<file path="src/rtl/core/sequence_gap_checker_top_assert.svh">
// Assertion macros for the sequence gap checker.
// Each macro takes a label, the clock, the active-low reset, an antecedent and a consequent.
`ifndef SEQUENCE_GAP_CHECKER_TOP_ASSERT_SVH
`define SEQUENCE_GAP_CHECKER_TOP_ASSERT_SVH

`ifndef SYNTHESIS
// Same-cycle implication
`define SGC_ASSERT_IMP(label, clk, rst_n, ante, cons) \
	label: assert property (@(posedge clk) disable iff (!(rst_n)) (ante) |-> (cons)) \
		else $error("sequence gap checker assertion failed");
// Next-cycle implication
`define SGC_ASSERT_NXT(label, clk, rst_n, ante, cons) \
	label: assert property (@(posedge clk) disable iff (!(rst_n)) (ante) |=> (cons)) \
		else $error("sequence gap checker assertion failed");
`else
`define SGC_ASSERT_IMP(label, clk, rst_n, ante, cons)
`define SGC_ASSERT_NXT(label, clk, rst_n, ante, cons)
`endif

`endif

</file>
<file path="src/rtl/core/sgc_pkg.sv">
package sgc_pkg;

	// default width of the sequence index arithmetic
	localparam int INDEX_WIDTH_DEF = 32;

	// wrap register value after reset
	localparam logic [31:0] WRAP_RESET = 32'hFFFF_FFFF;

	// command codes
	localparam logic [2:0] CMD_CHECK  = 3'd0;
	localparam logic [2:0] CMD_INIT   = 3'd1;
	localparam logic [2:0] CMD_RESET  = 3'd2;
	localparam logic [2:0] CMD_DEINIT = 3'd3;
	localparam logic [2:0] CMD_QUERY  = 3'd4;

	// status codes
	localparam logic [1:0] ST_OK    = 2'd0;
	localparam logic [1:0] ST_RANGE = 2'd1;
	localparam logic [1:0] ST_SEQ   = 2'd2;
	localparam logic [1:0] ST_INIT  = 2'd3;

	// one input transaction
	typedef struct packed {
		logic [2:0]  command;
		logic [31:0] index;
	} item_t;

	// one result transaction
	typedef struct packed {
		logic [1:0]  status;
		logic [31:0] gap;
		logic [31:0] missing_total;
		logic        active;
	} result_t;

endpackage

</file>
<file path="src/rtl/core/sequence_gap_checker_top.sv">
// Sequence gap checker: tracks frame sequence numbers that count from 0 up to the wrap
// register and then restart at 0. Every input transaction (check, init, reset, deinit,
// query) gives exactly one result transaction carrying the status, the gap just before
// the last index, the saturating 32-bit missing-frame count and the active flag. An item
// is registered, processed by combinational logic against the held state, and lands in
// the result register, so one transaction per cycle is sustained while the downstream side
// does not stall; an item passes through the input register and then the result register
// before its result is valid. The result register is what limits throughput when the
// downstream side stalls. Write the wrap register only while no transaction is in flight.
module sequence_gap_checker_top #(
	parameter int INDEX_WIDTH = sgc_pkg::INDEX_WIDTH_DEF
) (
	input  logic            clk,
	input  logic            arst_n,
	input  logic            cfg_we,
	input  logic [31:0]     cfg_wdata,
	input  logic            item_valid,
	output logic            item_stall,
	input  sgc_pkg::item_t  item,
	output logic            result_valid,
	input  logic            result_stall,
	output sgc_pkg::result_t result
);

`include "sequence_gap_checker_top_assert.svh"

	localparam int IW = INDEX_WIDTH;

	logic [31:0]       wrap_q;
	logic [IW-1:0]     last_index_q;
	logic [IW-1:0]     last_gap_q;
	logic [31:0]       missing_q;
	logic              running_q;

	logic              valid_s1;
	sgc_pkg::item_t    item_s1;
	logic              result_valid_q;
	sgc_pkg::result_t  result_q;

	logic              advance;

	logic [63:0]       idx_ext;
	logic [63:0]       wrap_ext;
	logic [IW-1:0]     idx;
	logic [IW-1:0]     wrap;
	logic              wrap_zero;
	logic              idx_over;
	logic [IW-1:0]     delta;
	logic [IW-1:0]     chk_gap;
	logic [63:0]       chk_gap_ext;
	logic [32:0]       miss_sum;
	logic [31:0]       chk_miss;

	logic [IW-1:0]     nxt_last_index;
	logic [IW-1:0]     nxt_last_gap;
	logic [31:0]       nxt_missing;
	logic              nxt_running;
	logic [1:0]        nxt_status;
	logic [63:0]       nxt_gap_ext;

	// wrap register
	always_ff @(posedge clk or negedge arst_n) begin
		if (!arst_n) begin
			wrap_q <= sgc_pkg::WRAP_RESET;
		end else if (cfg_we) begin
			wrap_q <= cfg_wdata;
		end
	end

	// handshake: stage 1 moves on when the result register is free or draining
	assign advance    = valid_s1 && (!result_valid_q || !result_stall);
	assign item_stall = valid_s1 && !advance;

	// input register
	always_ff @(posedge clk or negedge arst_n) begin
		if (!arst_n) begin
			valid_s1 <= 1'b0;
		end else if (!item_stall) begin
			valid_s1 <= item_valid;
		end
	end

	always_ff @(posedge clk) begin
		if (!item_stall) begin
			item_s1 <= item;
		end
	end

	// index and wrap trimmed to the working width
	assign idx_ext   = 64'(item_s1.index);
	assign wrap_ext  = 64'(wrap_q);
	assign idx       = idx_ext[IW-1:0];
	assign wrap      = wrap_ext[IW-1:0];
	assign wrap_zero = (wrap == '0);
	assign idx_over  = (idx > wrap);

	// modular distance from the last index, and the gap it implies
	always_comb begin
		if (idx > last_index_q) begin
			delta = idx - last_index_q;
		end else begin
			delta = wrap - last_index_q + idx + IW'(1);
		end
		chk_gap = (delta > IW'(1)) ? (delta - IW'(1)) : '0;
	end

	// saturating add into the missing count
	assign chk_gap_ext = 64'(chk_gap);
	assign miss_sum    = {1'b0, missing_q} + {1'b0, chk_gap_ext[31:0]};
	assign chk_miss    = ((|chk_gap_ext[63:32]) || miss_sum[32]) ? 32'hFFFF_FFFF
	                                                             : miss_sum[31:0];

	// command decode and next state
	always_comb begin
		nxt_last_index = last_index_q;
		nxt_last_gap   = last_gap_q;
		nxt_missing    = missing_q;
		nxt_running    = running_q;
		nxt_status     = sgc_pkg::ST_OK;
		case (item_s1.command)
			sgc_pkg::CMD_CHECK: begin
				if (!running_q) begin
					nxt_status = sgc_pkg::ST_INIT;
				end else if (idx_over) begin
					nxt_status = sgc_pkg::ST_RANGE;
				end else if (idx == last_index_q) begin
					nxt_status   = sgc_pkg::ST_SEQ;
					nxt_last_gap = '0;
				end else begin
					nxt_last_gap   = chk_gap;
					nxt_missing    = chk_miss;
					nxt_last_index = idx;
				end
			end
			sgc_pkg::CMD_INIT: begin
				if (wrap_zero || idx_over) begin
					nxt_status = sgc_pkg::ST_RANGE;
				end else begin
					nxt_last_index = idx;
					nxt_last_gap   = '0;
					nxt_missing    = '0;
					nxt_running    = 1'b1;
				end
			end
			sgc_pkg::CMD_RESET: begin
				if (!running_q) begin
					nxt_status = sgc_pkg::ST_SEQ;
				end else if (wrap_zero || idx_over) begin
					nxt_status = sgc_pkg::ST_RANGE;
				end else begin
					nxt_last_index = idx;
					nxt_last_gap   = '0;
					nxt_missing    = '0;
				end
			end
			sgc_pkg::CMD_DEINIT: begin
				if (!running_q) begin
					nxt_status = sgc_pkg::ST_SEQ;
				end else begin
					nxt_last_index = '0;
					nxt_last_gap   = '0;
					nxt_missing    = '0;
					nxt_running    = 1'b0;
				end
			end
			sgc_pkg::CMD_QUERY: begin
				nxt_status = running_q ? sgc_pkg::ST_OK : sgc_pkg::ST_INIT;
			end
			default: begin
				nxt_status = sgc_pkg::ST_RANGE;
			end
		endcase
	end

	// checker state
	always_ff @(posedge clk or negedge arst_n) begin
		if (!arst_n) begin
			last_index_q <= '0;
			last_gap_q   <= '0;
			missing_q    <= '0;
			running_q    <= 1'b0;
		end else if (advance) begin
			last_index_q <= nxt_last_index;
			last_gap_q   <= nxt_last_gap;
			missing_q    <= nxt_missing;
			running_q    <= nxt_running;
		end
	end

	// result register
	assign nxt_gap_ext = 64'(nxt_last_gap);

	always_ff @(posedge clk or negedge arst_n) begin
		if (!arst_n) begin
			result_valid_q <= 1'b0;
		end else if (advance) begin
			result_valid_q <= 1'b1;
		end else if (!result_stall) begin
			result_valid_q <= 1'b0;
		end
	end

	always_ff @(posedge clk) begin
		if (advance) begin
			result_q.status        <= nxt_status;
			result_q.gap           <= (|nxt_gap_ext[63:32]) ? 32'hFFFF_FFFF
			                                                : nxt_gap_ext[31:0];
			result_q.missing_total <= nxt_missing;
			result_q.active        <= nxt_running;
		end
	end

	assign result_valid = result_valid_q;
	assign result       = result_q;

	// checks
	`SGC_ASSERT_IMP(a_stall_only_when_full, clk, arst_n, item_stall, valid_s1)
	`SGC_ASSERT_IMP(a_active_tracks_state, clk, arst_n, result_valid_q,
		result_q.active == running_q)
	`SGC_ASSERT_IMP(a_inactive_is_clear, clk, arst_n, result_valid_q && !result_q.active,
		(result_q.gap == 32'd0) && (result_q.missing_total == 32'd0))
	`SGC_ASSERT_IMP(a_not_init_inactive, clk, arst_n,
		result_valid_q && (result_q.status == sgc_pkg::ST_INIT), !result_q.active)
	`SGC_ASSERT_NXT(a_advance_gives_result, clk, arst_n, advance, result_valid_q)

endmodule
</file>
<file path="config.mk">
export PLATFORM = sky130hd
export DESIGN_NAME = sequence_gap_checker_top
export DESIGN_NICKNAME = d
export VERILOG_FILES = /design/src/rtl/core/sgc_pkg.sv /design/src/rtl/core/sequence_gap_checker_top.sv
export VERILOG_INCLUDE_DIRS = /design/src /design/src/rtl/core
export SDC_FILE = /design/constraint.sdc
export NUM_CORES = 1
export LEC_CHECK = 0
export BUFFER_PORTS_ARGS = -buffer_cell sky130_fd_sc_hd__buf_2
export CAP_MARGIN = 20
export CORE_UTILIZATION = 50
export DETAILED_ROUTE_END_ITERATION = 6
export PLACE_DENSITY_LB_ADDON = 0.25
export SETUP_SLACK_MARGIN = 0.05
export SLEW_MARGIN = 15
export SYNTH_ARGS = -nofsm -noshare
export SYNTH_HDL_FRONTEND = slang
export SYNTH_SLANG_ARGS = --single-unit
export TNS_END_PERCENT = 10
</file>
<file path="constraint.sdc">
create_clock -name clk -period 10.9 [get_ports clk]
set_clock_uncertainty 0.1 [all_clocks]
set_input_delay 1.09 -clock clk [delete_from_list [all_inputs] [get_ports clk]]
set_output_delay 1.09 -clock clk [all_outputs]
set_load 0.05 [all_outputs]
</file>
==> results_dict.tcl <==
set metrics [dict create \
    grt_pass1_vias 15300 \
    cts_setup_buffers 0 \
    crit_path_max_incr_delay_ps 660 \
    core_area_sq_um 35700 \
    crit_path_max_fanout 22 \
    cts_resized 0 \
    grt_max_degree 76 \
    cts_root_buf "clkbuf_16" \
    dominantRegCellSynth "edfxtp_1" \
    setup_tns_ps 0 \
    viasPerCell 6.04 \
    ant_nets 0 \
    initial_core_util_pct 51.1 \
    rsz0062_at_grt "false" \
    path_clk_slew_ps 70 \
    placed_cell_area_sq_um 19300 \
    ctsLongestPathBuffers 3 \
    vias 15900 \
    ys_seq_area_share_pct 34.9 \
    first_pass_iters 7 \
    seqCellArea_sq_um 6380 \
    wl_microns 52800 \
    num_antenna_cells 0 \
    num-nets-final 2395 \
    drt-wirelength-per-cell_microns 20.0 \
    die_area_sq_um 37300 \
    gp_congestion 0.922 \
    clk_latency_ps 570 \
    grt_pass1_wl_microns 83200 \
    syn_area_sq_um 18300 \
    clock.fmax_mhz 110 \
    critPathCaptureType "flip-flop" \
    layout_commonest_cell "nand2_1" \
    maxCapViolCount 0 \
    cts_tree "built" \
    min_period_ps 9100 \
    layout-drive-gt1-share_pct 13.3 \
    synth_fp_nets 2303 \
    r2r_slack_ps 1800 \
    drc 10 \
    drv_slew 0 \
    die-width_microns 193 \
    ys_warn_count 0 \
    cpMaxStageDelayCell "nand4_1" \
    synth_async_sr_flop_share_pct 56.2 \
    setup_violations 0 \
    hold_violations 0 \
    required_ps 11120 \
    run_status "finished with violations" \
    cts.sinks 233 \
    io-pin-count 141 \
    violations "DRC" \
    synthCells 2066 \
    synth.distinct_cells 98 \
    hpwl_microns 41300 \
    max_slew.worst_pin.slew_ps 1020 \
    path_class "flip-flop to flip-flop" \
    relSlewSlack_pct 31.2 \
    start_kind "flip-flop" \
    row_count 69 \
    multiInputGateArea_sq_um 10900 \
    ys_seq_elements 233 \
    synth.avg_cell_area_sq_um 8.84 \
    ctsHoldBuffers 0 \
    critPathArrivalTime_ps 9320 \
    drt_iter0_drc 1169 \
    numCtsBuffers 26 \
    hp-class "flip-flop to flip-flop" \
    grt.total_usage_pct 28.5 \
    synth_edf_count 102 \
    fill_cells 3297 \
    die_h_microns 193 \
    antenna_found_initial 0 \
    syn2layout_area_growth_pct 10.9 \
    h-tree-depth 1 \
    grt-ovfl-total 0 \
    final_cell_mix "207 x nand2_1, 177 x o21ai_0, 175 x inv_1, 142 x a21oi_1, 140 x buf_2" \
    fin_crit_sh_pct 83.5 \
    portBuffers 140 \
    finalInstanceArea_sq_um 20300 \
]
## Yosys cell counts (13+ instances only)
| master | number | share of area, % |
|---|---|---|
| nor2_1 | 122 | 2.5 |
| and3_1 | 13 | 0.45 |
| fa_1 | 33 | 3.6 |
| dfrtp_1 | 99 | 14 |
| buf_2 | 23 | 0.63 |
| or3_1 | 15 | 0.51 |
| nor2b_1 | 15 | 0.51 |
| edfxtp_1 | 102 | 17 |
| and2_1 | 30 | 1.0 |
| a21oi_1 | 142 | 3.9 |
| xnor2_1 | 50 | 2.4 |
| nor3_1 | 47 | 1.3 |
| nor4_1 | 17 | 0.58 |
| nand2b_1 | 15 | 0.51 |
| nand4_1 | 28 | 0.96 |
| o21ai_0 | 177 | 4.8 |
| o21a_1 | 19 | 0.78 |
| nand3_1 | 38 | 1.0 |
| ha_1 | 132 | 9.0 |
| xor2_1 | 47 | 2.3 |
| a211oi_1 | 17 | 0.70 |
| a31oi_1 | 24 | 0.82 |
| o21ai_1 | 22 | 0.60 |
| o2bb2ai_1 | 16 | 0.77 |
| dfstp_2 | 32 | 4.6 |
| a22o_1 | 57 | 2.7 |
| inv_1 | 175 | 3.6 |
| mux2i_1 | 15 | 0.82 |
| a21o_1 | 68 | 2.8 |
| o211ai_1 | 24 | 0.99 |
| nand2_1 | 207 | 4.3 |
| clkbuf_1 | 60 | 1.2 |
## per-layer routing
layer,wire length (microns),track usage (%)
met1,24200,39.5
met2,24400,46.7
met3,2410,2.24
met4,1830,10.3
met5,0,0
## stage by stage
stage | hold slack, ps | utilization [%] | setup WS (ps) | cells
2_1_floorplan | 356 | - | 3310 | 2066
3_3_place_gp | 371 | 53.9 | 2290 | 2588
3_5_place_dp | 373 | 54.1 | 1960 | 2591
4_1_cts | 391 | 56.7 | 1890 | 2639
5_1_grt | 400 | 56.7 | 1150 | 2639
6_report | 389 | 56.7 | 1800 | 2639
## worst max-delay path: cells and delay by family, from the launching register on
family | cells | cell delay (ps)
adder cells (fa/ha/maj) | 4 | 1390
AND/OR/NAND/NOR | 10 | 2700
multiplexers | 1 | 410
flip-flops | 1 | 560
AO/OA/AOI/OAI | 12 | 2960
buffers and inverters | 3 | 530
XOR/XNOR | 1 | 190
## layout make-up
cell class	instances	area share (%)
multi-input cells	1565	53.6
flip-flops and latches	233	31.5
repair buffers	156	4.17
clock buffers	33	3.65
inverters	176	3.27
well taps	461	2.85
clock inverters	15	0.994
## flip-flops by register name (all words and copies together) (netlist names)
register,cells
result,67
idx,32
last_gap_q,32
last_index_q,32
missing_q,32
wrap,32
item_s1,3
result_valid,1
running_q,1
valid_s1,1
## worst paths after layout
check | cells past startpoint | endpoint | startpoint
max | 31 | result[17] | wrap[0]
min | 1 | last_gap_q[4] | last_gap_q[4]
max reg2reg | 31 | result[17] | wrap[0]
min reg2reg | 1 | last_gap_q[4] | last_gap_q[4]
max in group asynchronous | 2 | last_index_q[24] | arst_n
min in group asynchronous | 1 | missing_q[3] | arst_n
## logic make-up (layout without fill, tap and decap cells)
family | after synthesis | in the layout | share of synthesized area [%]
buffers and inverters | 268 | 380 | 5.81
AO/OA/AOI/OAI | 682 | 682 | 24.6
XOR/XNOR | 97 | 97 | 4.65
adder cells (fa/ha/maj) | 165 | 165 | 12.7
flip-flops | 233 | 233 | 34.9
AND/OR/NAND/NOR | 600 | 600 | 16.1
multiplexers | 21 | 21 | 1.21
Power is left out: the tool's default activity adds up to more than one toggle a clock period on the data nets, which glitch-free logic cannot reach.
